**src/sv/assert_macros.svh**
```systemverilog
`ifndef ASSERT_MACROS_SVH
`define ASSERT_MACROS_SVH

// Both macros sample on clk and are switched off while rst_n is low.
`define STG_ASSERT_IMPLY(label, ante, cons, msg) \
  label: assert property (@(posedge clk) disable iff (!rst_n) (ante) |-> (cons)) \
    else $error(msg);

`define STG_ASSERT_NEXT(label, ante, cons, msg) \
  label: assert property (@(posedge clk) disable iff (!rst_n) (ante) |=> (cons)) \
    else $error(msg);

`endif

```
**src/sv/stg_pkg.sv**
```systemverilog
`default_nettype none

package stg_pkg;

  localparam int SAMPLE_BITS  = 16;
  localparam int CORDIC_STEPS = 16;
  localparam int MAX_BURST    = 64;
  localparam int ATAN_SLOTS   = 24;

  localparam int FREQ_W   = 17;
  localparam int RATE_W   = 18;
  localparam int PHASE_W  = 18;
  localparam int COUNT_W  = 7;
  localparam int TURN_W   = 32;
  localparam int ANGLE_W  = 30;
  localparam int HP_W     = 31;
  localparam int Z_W      = 33;
  localparam int XY_W     = SAMPLE_BITS + 32;
  localparam int RND_W    = XY_W - ANGLE_W;

  localparam int DIV_RADIX_BITS = 4;
  localparam int DIV_CYCLES     = TURN_W / DIV_RADIX_BITS;

  localparam int CNT_W      = $clog2((CORDIC_STEPS > DIV_CYCLES) ? CORDIC_STEPS : DIV_CYCLES);
  localparam int BURST_W    = $clog2(MAX_BURST + 1);
  localparam int ATAN_IDX_W = $clog2(ATAN_SLOTS);

  localparam int CFG_IDX_W  = 4;
  localparam int CFG_DATA_W = 32;

  localparam logic [CFG_IDX_W-1:0] REG_TONE_FREQUENCY = CFG_IDX_W'(0);
  localparam logic [CFG_IDX_W-1:0] REG_SAMPLE_RATE    = CFG_IDX_W'(1);

  localparam logic [FREQ_W-1:0] FREQ_RESET = FREQ_W'(440);
  localparam logic [RATE_W-1:0] RATE_RESET = RATE_W'(44100);

  // Quarter turn in radians, Q30.
  localparam logic [HP_W-1:0] HALF_PI_Q30 = HP_W'(1686629713);

  // Reciprocal of the gain of sixteen rotation steps, Q30; it belongs to CORDIC_STEPS.
  localparam logic [ANGLE_W-1:0] INV_GAIN_Q30 = ANGLE_W'(652032875);

  localparam logic signed [XY_W-1:0] X_START =
    $signed({{(XY_W - ANGLE_W){1'b0}}, INV_GAIN_Q30}) <<< (SAMPLE_BITS - 2);

  localparam logic signed [SAMPLE_BITS-1:0] SAMPLE_AMP =
    SAMPLE_BITS'(1) << (SAMPLE_BITS - 2);

  typedef struct packed {
    logic             prep;
    logic             div_step;
    logic             mul;
    logic             rot;
    logic             emit;
    logic             last;
    logic [CNT_W-1:0] step;
  } stg_cmd_t;

  typedef struct packed {
    logic bad;
    logic out_free;
  } stg_status_t;

  function automatic logic [ANGLE_W-1:0] atan_q30(input logic [ATAN_IDX_W-1:0] idx);
    logic [ANGLE_W-1:0] a;
    case (idx)
      ATAN_IDX_W'(0):  a = ANGLE_W'(843314857);
      ATAN_IDX_W'(1):  a = ANGLE_W'(497837829);
      ATAN_IDX_W'(2):  a = ANGLE_W'(263043837);
      ATAN_IDX_W'(3):  a = ANGLE_W'(133525159);
      ATAN_IDX_W'(4):  a = ANGLE_W'(67021687);
      ATAN_IDX_W'(5):  a = ANGLE_W'(33543516);
      ATAN_IDX_W'(6):  a = ANGLE_W'(16775851);
      ATAN_IDX_W'(7):  a = ANGLE_W'(8388437);
      ATAN_IDX_W'(8):  a = ANGLE_W'(4194283);
      ATAN_IDX_W'(9):  a = ANGLE_W'(2097149);
      ATAN_IDX_W'(10): a = ANGLE_W'(1048576);
      ATAN_IDX_W'(11): a = ANGLE_W'(524288);
      ATAN_IDX_W'(12): a = ANGLE_W'(262144);
      ATAN_IDX_W'(13): a = ANGLE_W'(131072);
      ATAN_IDX_W'(14): a = ANGLE_W'(65536);
      ATAN_IDX_W'(15): a = ANGLE_W'(32768);
      ATAN_IDX_W'(16): a = ANGLE_W'(16384);
      ATAN_IDX_W'(17): a = ANGLE_W'(8192);
      ATAN_IDX_W'(18): a = ANGLE_W'(4096);
      ATAN_IDX_W'(19): a = ANGLE_W'(2048);
      ATAN_IDX_W'(20): a = ANGLE_W'(1024);
      ATAN_IDX_W'(21): a = ANGLE_W'(512);
      ATAN_IDX_W'(22): a = ANGLE_W'(256);
      ATAN_IDX_W'(23): a = ANGLE_W'(128);
      default:         a = '0;
    endcase
    return a;
  endfunction

endpackage

`default_nettype wire

```
**src/sv/stg_div.sv**
```systemverilog
`default_nettype none

module stg_div
  import stg_pkg::*;
(
  input  wire logic              clk,
  input  wire logic              load,
  input  wire logic              step,
  input  wire logic [PHASE_W-1:0] phase,
  input  wire logic [RATE_W-1:0] rate,
  output logic      [TURN_W-1:0] quotient
);

  logic [RATE_W-1:0] rem_r, rem_nxt;
  logic [TURN_W-1:0] quo_r, quo_nxt;

  always_comb begin
    logic [RATE_W:0]   rem_v;
    logic [TURN_W-1:0] quo_v;
    logic              qbit;
    rem_v = {1'b0, rem_r};
    quo_v = quo_r;
    for (int k = 0; k < DIV_RADIX_BITS; k++) begin
      rem_v = {rem_v[RATE_W-1:0], 1'b0};
      qbit  = (rem_v >= {1'b0, rate});
      if (qbit) begin
        rem_v = rem_v - {1'b0, rate};
      end
      quo_v = {quo_v[TURN_W-2:0], qbit};
    end
    rem_nxt = rem_v[RATE_W-1:0];
    quo_nxt = quo_v;
  end

  always_ff @(posedge clk) begin
    if (load) begin
      rem_r <= RATE_W'(phase);
      quo_r <= '0;
    end else if (step) begin
      rem_r <= rem_nxt;
      quo_r <= quo_nxt;
    end
  end

  assign quotient = quo_r;

endmodule

`default_nettype wire

```
**src/sv/stg_cordic.sv**
```systemverilog
`default_nettype none

module stg_cordic
  import stg_pkg::*;
(
  input  wire logic                          clk,
  input  wire logic                          init,
  input  wire logic                          rot,
  input  wire logic [CNT_W-1:0]              step,
  input  wire logic [TURN_W-1:0]             turn,
  output logic signed [SAMPLE_BITS-1:0]      value
);

  typedef enum logic [1:0] {
    QUAD_SIN     = 2'd0,
    QUAD_COS     = 2'd1,
    QUAD_NEG_SIN = 2'd2,
    QUAD_NEG_COS = 2'd3
  } quad_t;

  localparam int PROD_W = ANGLE_W + HP_W;
  localparam logic [PROD_W-1:0]     Z_HALF   = PROD_W'(1) << (ANGLE_W - 1);
  localparam logic signed [XY_W-1:0] RND_HALF = XY_W'(1) << (ANGLE_W - 1);
  localparam logic signed [RND_W:0]  AMP_W    = (RND_W + 1)'(1) << (SAMPLE_BITS - 2);

  logic signed [XY_W-1:0] x_r, y_r, x_nxt, y_nxt;
  logic signed [Z_W-1:0]  z_r, z_nxt;
  quad_t                  quad_r;

  logic [PROD_W-1:0]      zprod;
  logic [PROD_W-1:0]      zsum;
  logic signed [XY_W-1:0] dx, dy;
  logic signed [Z_W-1:0]  da;

  assign zprod = {{HP_W{1'b0}}, turn[ANGLE_W-1:0]} * {{ANGLE_W{1'b0}}, HALF_PI_Q30};
  assign zsum  = zprod + Z_HALF;

  assign dx = y_r >>> step;
  assign dy = x_r >>> step;
  assign da = $signed({{(Z_W - ANGLE_W){1'b0}}, atan_q30(ATAN_IDX_W'(step))});

  always_comb begin
    if (!z_r[Z_W-1]) begin
      x_nxt = x_r - dx;
      y_nxt = y_r + dy;
      z_nxt = z_r - da;
    end else begin
      x_nxt = x_r + dx;
      y_nxt = y_r - dy;
      z_nxt = z_r + da;
    end
  end

  always_ff @(posedge clk) begin
    if (init) begin
      x_r    <= X_START;
      y_r    <= '0;
      z_r    <= $signed(Z_W'(zsum[PROD_W-1:ANGLE_W]));
      quad_r <= quad_t'(turn[TURN_W-1:ANGLE_W]);
    end else if (rot) begin
      x_r <= x_nxt;
      y_r <= y_nxt;
      z_r <= z_nxt;
    end
  end

  always_comb begin
    logic signed [XY_W-1:0]  ys, xs;
    logic signed [RND_W:0]   s, c, v;
    ys = y_r + RND_HALF;
    xs = x_r + RND_HALF;
    s  = $signed({ys[XY_W-1], ys[XY_W-1:ANGLE_W]});
    c  = $signed({xs[XY_W-1], xs[XY_W-1:ANGLE_W]});
    unique case (quad_r)
      QUAD_SIN:     v = s;
      QUAD_COS:     v = c;
      QUAD_NEG_SIN: v = -s;
      QUAD_NEG_COS: v = -c;
      default:      v = '0;
    endcase
    if (v > AMP_W) begin
      v = AMP_W;
    end
    if (v < -AMP_W) begin
      v = -AMP_W;
    end
    value = v[SAMPLE_BITS-1:0];
  end

endmodule

`default_nettype wire

```
**src/sv/stg_datapath.sv**
```systemverilog
`default_nettype none

module stg_datapath
  import stg_pkg::*;
(
  input  wire logic                     clk,
  input  wire logic                     rst_n,
  input  wire logic                     cfg_we,
  input  wire logic [CFG_IDX_W-1:0]     cfg_index,
  input  wire logic [CFG_DATA_W-1:0]    cfg_data,
  input  wire stg_cmd_t                 cmd,
  output stg_status_t                   status,
  input  wire logic                     out_stall,
  output logic                          out_valid,
  output logic signed [SAMPLE_BITS-1:0] out_sample,
  output logic                          out_last,
  output logic                          out_config_error
);

  logic [FREQ_W-1:0]  freq_r;
  logic [RATE_W-1:0]  rate_r;
  logic [PHASE_W-1:0] phase_r;
  logic               out_valid_r;
  logic signed [SAMPLE_BITS-1:0] out_sample_r;
  logic               out_last_r;
  logic               out_err_r;

  logic               bad;
  logic [PHASE_W-1:0] phase_use;
  logic [PHASE_W:0]   phase_sum;
  logic [PHASE_W:0]   phase_wrap;
  logic [TURN_W-1:0]  turn;
  logic signed [SAMPLE_BITS-1:0] sine;

  assign bad       = (freq_r == '0) || (freq_r > rate_r[RATE_W-1:1]);
  assign phase_use = (phase_r >= rate_r) ? '0 : phase_r;
  assign phase_sum = {1'b0, phase_r} + (PHASE_W + 1)'(freq_r);
  assign phase_wrap = (phase_sum >= (PHASE_W + 1)'(rate_r)) ?
                      phase_sum - (PHASE_W + 1)'(rate_r) : phase_sum;

  stg_div u_div (
    .clk      (clk),
    .load     (cmd.prep),
    .step     (cmd.div_step),
    .phase    (phase_use),
    .rate     (rate_r),
    .quotient (turn)
  );

  stg_cordic u_cordic (
    .clk   (clk),
    .init  (cmd.mul),
    .rot   (cmd.rot),
    .step  (cmd.step),
    .turn  (turn),
    .value (sine)
  );

  always_ff @(posedge clk) begin
    if (!rst_n) begin
      freq_r      <= FREQ_RESET;
      rate_r      <= RATE_RESET;
      phase_r     <= '0;
      out_valid_r <= 1'b0;
    end else begin
      if (cfg_we) begin
        unique case (cfg_index)
          REG_TONE_FREQUENCY: freq_r <= cfg_data[FREQ_W-1:0];
          REG_SAMPLE_RATE:    rate_r <= cfg_data[RATE_W-1:0];
          default: ;
        endcase
      end
      if (cmd.prep) begin
        phase_r <= phase_use;
      end else if (cmd.emit && !bad) begin
        phase_r <= phase_wrap[PHASE_W-1:0];
      end
      if (cmd.emit) begin
        out_valid_r <= 1'b1;
      end else if (!out_stall) begin
        out_valid_r <= 1'b0;
      end
    end
  end

  always_ff @(posedge clk) begin
    if (cmd.emit) begin
      out_sample_r <= bad ? '0 : sine;
      out_last_r   <= cmd.last;
      out_err_r    <= bad;
    end
  end

  assign status.bad      = bad;
  assign status.out_free = !out_valid_r || !out_stall;

  assign out_valid        = out_valid_r;
  assign out_sample       = out_sample_r;
  assign out_last         = out_last_r;
  assign out_config_error = out_err_r;

endmodule

`default_nettype wire

```
**src/sv/stg_ctrl.sv**
```systemverilog
`default_nettype none

module stg_ctrl
  import stg_pkg::*;
(
  input  wire logic               clk,
  input  wire logic               rst_n,
  input  wire logic               in_valid,
  output logic                    in_stall,
  input  wire logic [COUNT_W-1:0] in_sample_count,
  input  wire stg_status_t        status,
  output stg_cmd_t                cmd
);

  typedef enum logic [2:0] {
    ST_IDLE,
    ST_PREP,
    ST_DIV,
    ST_MUL,
    ST_ROT,
    ST_EMIT
  } state_t;

  state_t             state_r, state_nxt;
  logic [CNT_W-1:0]   step_r, step_nxt;
  logic [BURST_W-1:0] remain_r, remain_nxt;
  logic [BURST_W-1:0] count_sat;

  assign count_sat = (in_sample_count > COUNT_W'(MAX_BURST)) ?
                     BURST_W'(MAX_BURST) : BURST_W'(in_sample_count);

  always_comb begin
    state_nxt    = state_r;
    step_nxt     = step_r;
    remain_nxt   = remain_r;
    cmd          = '0;
    cmd.step     = step_r;
    cmd.last     = (remain_r == BURST_W'(1));
    unique case (state_r)
      ST_IDLE: begin
        if (in_valid && (count_sat != '0)) begin
          remain_nxt = count_sat;
          state_nxt  = status.bad ? ST_EMIT : ST_PREP;
        end
      end
      ST_PREP: begin
        cmd.prep  = 1'b1;
        step_nxt  = '0;
        state_nxt = ST_DIV;
      end
      ST_DIV: begin
        cmd.div_step = 1'b1;
        if (step_r == CNT_W'(DIV_CYCLES - 1)) begin
          state_nxt = ST_MUL;
        end else begin
          step_nxt = step_r + CNT_W'(1);
        end
      end
      ST_MUL: begin
        cmd.mul   = 1'b1;
        step_nxt  = '0;
        state_nxt = ST_ROT;
      end
      ST_ROT: begin
        cmd.rot = 1'b1;
        if (step_r == CNT_W'(CORDIC_STEPS - 1)) begin
          state_nxt = ST_EMIT;
        end else begin
          step_nxt = step_r + CNT_W'(1);
        end
      end
      ST_EMIT: begin
        if (status.out_free) begin
          cmd.emit   = 1'b1;
          remain_nxt = remain_r - BURST_W'(1);
          if (remain_r == BURST_W'(1)) begin
            state_nxt = ST_IDLE;
          end else begin
            state_nxt = status.bad ? ST_EMIT : ST_PREP;
          end
        end
      end
      default: state_nxt = ST_IDLE;
    endcase
  end

  always_ff @(posedge clk) begin
    if (!rst_n) begin
      state_r  <= ST_IDLE;
      step_r   <= '0;
      remain_r <= '0;
    end else begin
      state_r  <= state_nxt;
      step_r   <= step_nxt;
      remain_r <= remain_nxt;
    end
  end

  assign in_stall = (state_r != ST_IDLE);

endmodule

`default_nettype wire

```
**src/sv/sine_tone_generator_unit.sv**
```systemverilog
// Tone generator: each accepted request asks for a burst of 1 to 64 samples of a
// half-amplitude sine (Q1.15, within +/-16384) at tone_frequency over sample_rate;
// longer counts are cut to 64 and a count of zero yields nothing. For each sample
// the block loads the phase, runs a radix-16 divider that turns phase over rate into
// a fraction of a turn, does a multiply, iterates one shared CORDIC rotation stage,
// then hands the sample to the output register when the output is not stalled.
// With a frequency of zero or above half the rate, samples are zero with config_error
// set at one per cycle while the output is not stalled, and the phase holds. A new
// request is taken only once the previous burst has been fully handed over to the
// output register. Registers may be written at any time the block is idle; the
// phase is kept across writes, but a phase not below a newly written rate restarts
// from zero.
`default_nettype none

`include "assert_macros.svh"

module sine_tone_generator_unit
  import stg_pkg::*;
(
  input  wire logic                     clk,
  input  wire logic                     rst_n,
  input  wire logic                     in_valid,
  output logic                          in_stall,
  input  wire logic [COUNT_W-1:0]       in_sample_count,
  output logic                          out_valid,
  input  wire logic                     out_stall,
  output logic signed [SAMPLE_BITS-1:0] out_sample,
  output logic                          out_last,
  output logic                          out_config_error,
  input  wire logic                     cfg_valid,
  output logic                          cfg_ready,
  input  wire logic [CFG_IDX_W-1:0]     cfg_index,
  input  wire logic [CFG_DATA_W-1:0]    cfg_data
);

  stg_cmd_t    cmd;
  stg_status_t status;

  assign cfg_ready = 1'b1;

  stg_ctrl u_ctrl (
    .clk             (clk),
    .rst_n           (rst_n),
    .in_valid        (in_valid),
    .in_stall        (in_stall),
    .in_sample_count (in_sample_count),
    .status          (status),
    .cmd             (cmd)
  );

  stg_datapath u_datapath (
    .clk              (clk),
    .rst_n            (rst_n),
    .cfg_we           (cfg_valid && cfg_ready),
    .cfg_index        (cfg_index),
    .cfg_data         (cfg_data),
    .cmd              (cmd),
    .status           (status),
    .out_stall        (out_stall),
    .out_valid        (out_valid),
    .out_sample       (out_sample),
    .out_last         (out_last),
    .out_config_error (out_config_error)
  );

  `STG_ASSERT_NEXT(a_busy_after_request, in_valid && !in_stall && (in_sample_count != '0), in_stall, "non-empty request did not start a burst")
  `STG_ASSERT_IMPLY(a_error_gives_zero, out_valid && out_config_error, out_sample == '0, "sample not zero under a configuration error")
  `STG_ASSERT_IMPLY(a_sample_in_range, out_valid, (out_sample <= SAMPLE_AMP) && (out_sample >= -SAMPLE_AMP), "sample beyond half scale")
  `STG_ASSERT_IMPLY(a_idle_only_last_waits, out_valid && !in_stall, out_last, "idle while a burst is unfinished")

endmodule

`default_nettype wire
```
**config.mk**
```make
export PLATFORM = sky130hd
export DESIGN_NAME = sine_tone_generator_unit
export DESIGN_NICKNAME = d
export VERILOG_FILES = /design/src/sv/stg_pkg.sv /design/src/sv/stg_div.sv /design/src/sv/stg_cordic.sv /design/src/sv/stg_datapath.sv /design/src/sv/stg_ctrl.sv /design/src/sv/sine_tone_generator_unit.sv
export VERILOG_INCLUDE_DIRS = /design/src /design/src/sv
export SDC_FILE = /design/constraint.sdc
export NUM_CORES = 2
export LEC_CHECK = 0
export ABC_AREA = 1
export BUFFER_PORTS_ARGS = -buffer_cell sky130_fd_sc_hd__buf_4
export CAP_MARGIN = 10
export CORE_UTILIZATION = 67
export CTS_BUF_LIST = sky130_fd_sc_hd__clkbuf_8
export DETAILED_ROUTE_END_ITERATION = 8
export GPL_ROUTABILITY_DRIVEN = 1
export GPL_TIMING_DRIVEN = 0
export PLACE_DENSITY_LB_ADDON = 0.15
export SLEW_MARGIN = 30
export SYNTH_ARGS = -nofsm -noshare
export SYNTH_HDL_FRONTEND = slang
export SYNTH_HIERARCHICAL = 1
export SYNTH_SLANG_ARGS = --single-unit
```
**constraint.sdc**
```tcl
create_clock -name clk -period 8.5 [get_ports clk]
set_clock_uncertainty 0.05 [all_clocks]
set_input_delay 0.425 -clock clk [delete_from_list [all_inputs] [get_ports clk]]
set_output_delay 0.425 -clock clk [all_outputs]
set_load 0.05 [all_outputs]
```
==> out/results.tsv, run 1 <==
stage	metric	value	unit
global_routing	grtUsageTotal	64.31	%
logic_synthesis	postSynthCellCount	8103	
die	die_w	282.6	µm
clock_network	cts.root.buffer_cell	sky130_fd_sc_hd__clkbuf_8	
die	chipHeight	282.6	µm
logic_synthesis	flip_flop_and_latch_count_after_synthesis	267	
sta	globalroute.repair_timing.worst_endpoint	u_datapath/u_cordic/z_r[23]$_DFFE_PP_/D	
clock_network	h-tree-depth	2	
sta	worst_endpoint_kind	register data pin	
clock_network	clk_path_buf_depth	3	
die	fp-row-count	102	
die	top_level_ports	69	
global_routing	grt-ovfl-total	46	
placement	hpwlAfterDp	169600	µm
clock_network	tritoncts_num_sinks	267	
outcome	run_status	aborted with a tool error	
logic_synthesis	synth_cell_types	74	
global_routing	grt_start_max_net_pins	28	
logic_synthesis	async_flop_share	0	%
placement	globalplace.congestion	1.111	
die	initial_utilization	67.88	%
logic_synthesis	synth-warning-count	6	
logic_synthesis	ys_seq_area_share	11.44	%
logic_synthesis	synthesis.area_per_instance	6.510	µm²
placement	io_buffers	53	
logic_synthesis	top_ff_cell_synth	sky130_fd_sc_hd__dfxtp_1	
logic_synthesis	count_of_flip_flops_with_a_built_in_enable_after_synthesis	69	
outcome	flow.first_error	[ERROR GRT-0232] Routing congestion too high. Check the congestion heatmap in the GUI.	
logic_synthesis	mappedNetlistNets	9139	
logic_synthesis	cell_area_synth	52750	µm²
clock_network	cts_made_buffers	51	
outcome	failed_stage	global routing (5_1_grt)	
-- through the flow --
stage | setup TNS (ns) | worst slack (ns) | util, % | instance area (µm²) | cells
4_1_cts | 0 | 0.02683 | 72.10 | 56040 | 9312
3_5_place_dp | -17.12 | -1.034 | 70.13 | 54500 | 9197
3_3_place_gp | -10.61 | -0.6767 | 70.06 | 54450 | 9196
2_1_floorplan | 0 | 1.002 | - | 52750 | 8103
-- cells in the mapped netlist, drive strengths merged (4+ instances only) --
cell type / count / area, µm²
o31ai: 11 / 106.4
and3: 7 / 43.79
clkinv: 6 / 23.77
and2: 12 / 75.07
o21bai: 25 / 187.7
o21ai: 405 / 2038
nor3: 64 / 341.6
o22ai: 34 / 212.7
fa: 343 / 6867
a31oi: 66 / 412.9
o21a: 32 / 240.2
inv: 1448 / 5438
or2: 22 / 137.6
ha: 645 / 8070
edfxtp: 69 / 2072
a211oi: 4 / 30.03
dfxtp: 198 / 3964
clkbuf: 80 / 300.3
nand3: 841 / 4322
a21o: 16 / 120.1
o211ai: 35 / 262.8
nand2: 1931 / 7460
xnor2: 92 / 805.8
o311ai: 4 / 35.03
o221ai: 11 / 96.34
nor4: 22 / 137.6
xor2: 163 / 1428
o2111ai: 7 / 61.31
nand3b: 37 / 277.8
a21boi: 12 / 90.09
nor2: 705 / 2835
buf: 148 / 952.2
a21oi: 493 / 2527
nand4: 96 / 621.8
-- what timing repair did --
| item | CTS |
|---|---|
| setup endpoints to repair | 19 |
| setup buffers | 6 |
| pin swaps | 3 |
| hold buffers | 19 |
| resized for setup | 32 |
| hold endpoints to repair | 34 |
-- routing by layer --
metal  global-route usage, %  overflow
met5                   25.46         0
met4                   59.57        20
met3                   42.28         1
met2                   85.92        24
met1                   65.40         1
-- logic make-up after synthesis --
family | synth area share, %
buf+inv | 12.73
compound gates | 12.42
simple gates | 30.86
xor+xnor | 4.234
fa+ha+maj | 28.31
flops | 11.44
other cells | 0.007108
==> run 2, diff against run 1 <==
--- a/config.mk
+++ b/config.mk
@@ -9,8 +9,7 @@
 export ABC_AREA = 1
 export BUFFER_PORTS_ARGS = -buffer_cell sky130_fd_sc_hd__buf_4
 export CAP_MARGIN = 10
-export CORE_UTILIZATION = 67
-export CTS_BUF_LIST = sky130_fd_sc_hd__clkbuf_8
+export CORE_UTILIZATION = 40
 export DETAILED_ROUTE_END_ITERATION = 8
 export GPL_ROUTABILITY_DRIVEN = 1
 export GPL_TIMING_DRIVEN = 0
==> run 2 against run 1 <==
Effect of this change: the run now ends clean; synthesized area is the same; synthesized cell count is the same.
==> out/results.tsv, run 2 <==
stage	metric	value	unit
clock_network	clk_path_buf_depth	3	
sta	fin_ws	0.3522	ns
logic_synthesis	synth-warning-count	6	
logic_synthesis	post_synthesis_compound_gate_area_fraction	12.42	%
final_layout	mostFrequentLayoutCells	1870 x sky130_fd_sc_hd__nand2_1, 1408 x sky130_fd_sc_hd__inv_1, 815 x sky130_fd_sc_hd__nand3_1	
sta	timing_worst_slew_pin_value	1.061	ns
placement	globalplace.congestion	0.9989	
final_layout	area_growth_syn_to_fin	9.591	%
logic_synthesis	synth_top_family_by_area	simple AND/OR/NAND/NOR gates	
worst_setup_path	timing.critical_path.from_type	register	
placement	dp_slack	-1.093	ns
global_routing	grtUsageTotal	31.03	%
final_layout	fin_nets	9289	
logic_synthesis	synth-simple-area-share	30.86	%
outcome	run_status	completed	
route	overall_via_count_from_detail_route	54230	
final_layout	most_common_cell_after_layout_fill_and_taps_aside	sky130_fd_sc_hd__nand2_1	
clock_network	cts.reportedPaths.clkPinSlew	0.06	ns
logic_synthesis	mappedNetlistNets	9139	
logic_synthesis	yosys.area_share.xor_xnor	4.234	%
worst_setup_path	crit_path_top_delay_cell	sky130_fd_sc_hd__fa_1	
logic_synthesis	synthTopCellsByArea	sky130_fd_sc_hd__ha_1 15%, sky130_fd_sc_hd__nand2_1 13%, sky130_fd_sc_hd__fa_1 13%	
route	drt_iter0_drc	4511	
logic_synthesis	top_ff_cell_synth	sky130_fd_sc_hd__dfxtp_1	
sta	timing.slew.headroom	29.26	%
logic_synthesis	yosysTopAreaCellShare	15.30	%
die	chipHeight	365.2	µm
final_layout	registers_with_the_most_flip_flops	u_datapath/u_cordic/x_r: 48 flops, u_datapath/u_cordic/y_r: 48 flops, u_datapath/u_cordic/z_r: 33 flops	
clock_network	tritoncts_num_sinks	267	
route	drt-vias-per-instance	5.406	
sta	setup_viol	0	
die	die_w	365.2	µm
die	fp-row-count	132	
clock_network	cts_made_buffers	40	
clock_network	worst_skew_pair.late_latency	0.64	ns
global_routing	grt_start_max_net_pins	23	
logic_synthesis	cell_area_synth	52750	µm²
placement	hpwlAfterDp	176700	µm
logic_synthesis	count_of_flip_flops_with_a_built_in_enable_after_synthesis	69	
clock_network	h-tree-depth	2	
logic_synthesis	async_flop_share	0	%
worst_hold_path	timing.hold.worst.class	input pin to register	
flow_run	cap_violations	0	
placement	io_buffers	53	
die	die_area	133300	µm²
final_layout	layout-drive-gt1-share	6.964	%
global_routing	antenna_found_initial	1	
die	top_level_ports	69	
worst_setup_path	critical_path_arrival	8.46	ns
logic_synthesis	synth_top_cell_by_area	sky130_fd_sc_hd__ha_1	
worst_setup_path	max_stage_delay	0.46	ns
logic_synthesis	yosys-mux-area-fraction	0	%
logic_synthesis	postSynthCellCount	8103	
worst_setup_path	crit_path_frequent_cell	sky130_fd_sc_hd__nand2_1	
logic_synthesis	yosys-top-cells-count	1877 x sky130_fd_sc_hd__nand2_1, 1426 x sky130_fd_sc_hd__inv_1, 823 x sky130_fd_sc_hd__nand3_1	
logic_synthesis	area_share_of_fa_ha_maj_cells_after_synthesis	28.31	%
die	design.core.area	130100	µm²
sta	hold_viol_final	0	
global_routing	grt_first_pass_wirelength	314200	µm
logic_synthesis	synthesis.area_per_instance	6.510	µm²
route	finalWirelength	210700	µm
clock_network	cts.root.buffer_cell	sky130_fd_sc_hd__clkbuf_16	
sta	layout_min_cycle_time	8.148	ns
logic_synthesis	synth_cell_types	74	
route	drt.antenna.violating_nets	0	
sta	final-max-slew-violation-count	0	
route	first_pass_iters	6	
route	wl_per_cell	21.00	µm
global_routing	grt-ovfl-total	0	
worst_setup_path	critical_path_class	register to register	
logic_synthesis	ys_seq_area_share	11.44	%
global_routing	grt_pass1_vias	52560	
sta	max_freq	0.1227	GHz
sta	finalCritPeriodShare	95.86	%
worst_setup_path	critPathMaxFanout	11	
route	detail_route.drc_violations	0	
worst_setup_path	timing.critical_path.required	8.81	ns
logic_synthesis	flip_flop_and_latch_count_after_synthesis	267	
die	initial_utilization	40.54	%
worst_setup_path	end_kind	register	
logic_synthesis	yosys.cell_count.top_type	sky130_fd_sc_hd__nand2_1	
clock_network	tritoncts	built	
## run 2: cell counts after synthesis
No cell type changed its count.
## run 2: final timing paths
path	start	to	slack, ns	cells after the start
min reg2reg	u_datapath/u_div/quotient[0]	u_datapath/u_div/quotient[0]	0.44	2
max	u_datapath/rate_r[0]	u_datapath/u_div/rem_r[11]	0.35	61
max reg2reg	u_datapath/rate_r[0]	u_datapath/u_div/rem_r[11]	0.35	61
min	cfg_data[0]	u_datapath/rate_r[0]	0.05	3
## run 2: per-layer routing
layer	global-route usage, %	up-vias	wire length, µm
met5	0	-	0
met4	11.39	0	8136
met3	3.420	330	12660
met2	51.55	1691	96430
met1	41.28	25740	93480
li1	-	26470	-
## run 2: critical path: cells and delay by family (launching register included)
family | cells | cell delay [ns]
AO/OA/AOI/OAI | 7 | 0.96
adder cells (fa/ha/maj) | 4 | 1.38
buffers and inverters | 12 | 1.48
flip-flops | 1 | 0.42
AND/OR/NAND/NOR | 38 | 3.56
## run 2: layout make-up
| class | count | area (µm²) |
|---|---|---|
| clock inverters | 20 | 192.7 |
| inverters | 1454 | 5502 |
| diodes | 5 | 12.51 |
| repair buffers | 109 | 913.4 |
| well taps | 1742 | 2180 |
| plain buffers | 227 | 1319 |
| fillers | 14020 | 72330 |
| clock buffers | 54 | 1165 |
| flip-flops and latches | 267 | 6047 |
| multi-input cells | 6154 | 40480 |
## run 2: what timing repair did
item | CTS | global route
setup endpoints to repair | 19 | 19
hold buffers | 15 | 0
gates cloned | 0 | 1
hold endpoints to repair | 20 | 0
pin swaps | 4 | 16
resized for setup | 50 | 66
buffers inserted | 14 | 21
## run 2: cell families after synthesis
group / count (synthesis)
compound gates: 1169
xor+xnor: 255
fa+ha+maj: 988
buf+inv: 1682
flops: 267
other cells: 1
simple gates: 3741
## run 2: through the flow
step | cell area, µm² | utilization, % | hold slack [ns] | setup TNS, ns | instances
after detailed placement | 55470 | 42.62 | 0.4327 | -17.16 | 9903
final | 57810 | 44.42 | 0.04988 | 0 | 10030
after floorplan | 52750 | - | 0.3582 | 0 | 8103
after CTS | 57340 | 44.05 | 0.01687 | 0 | 10010
after global placement | 55330 | 42.52 | 0.4244 | -16.10 | 9898
after global routing | 57800 | 44.41 | 0.02285 | -0.4671 | 10030
Power of run 2 is left out: the tool's default activity adds up to more than one toggle a clock period on the data nets, which glitch-free logic cannot reach.
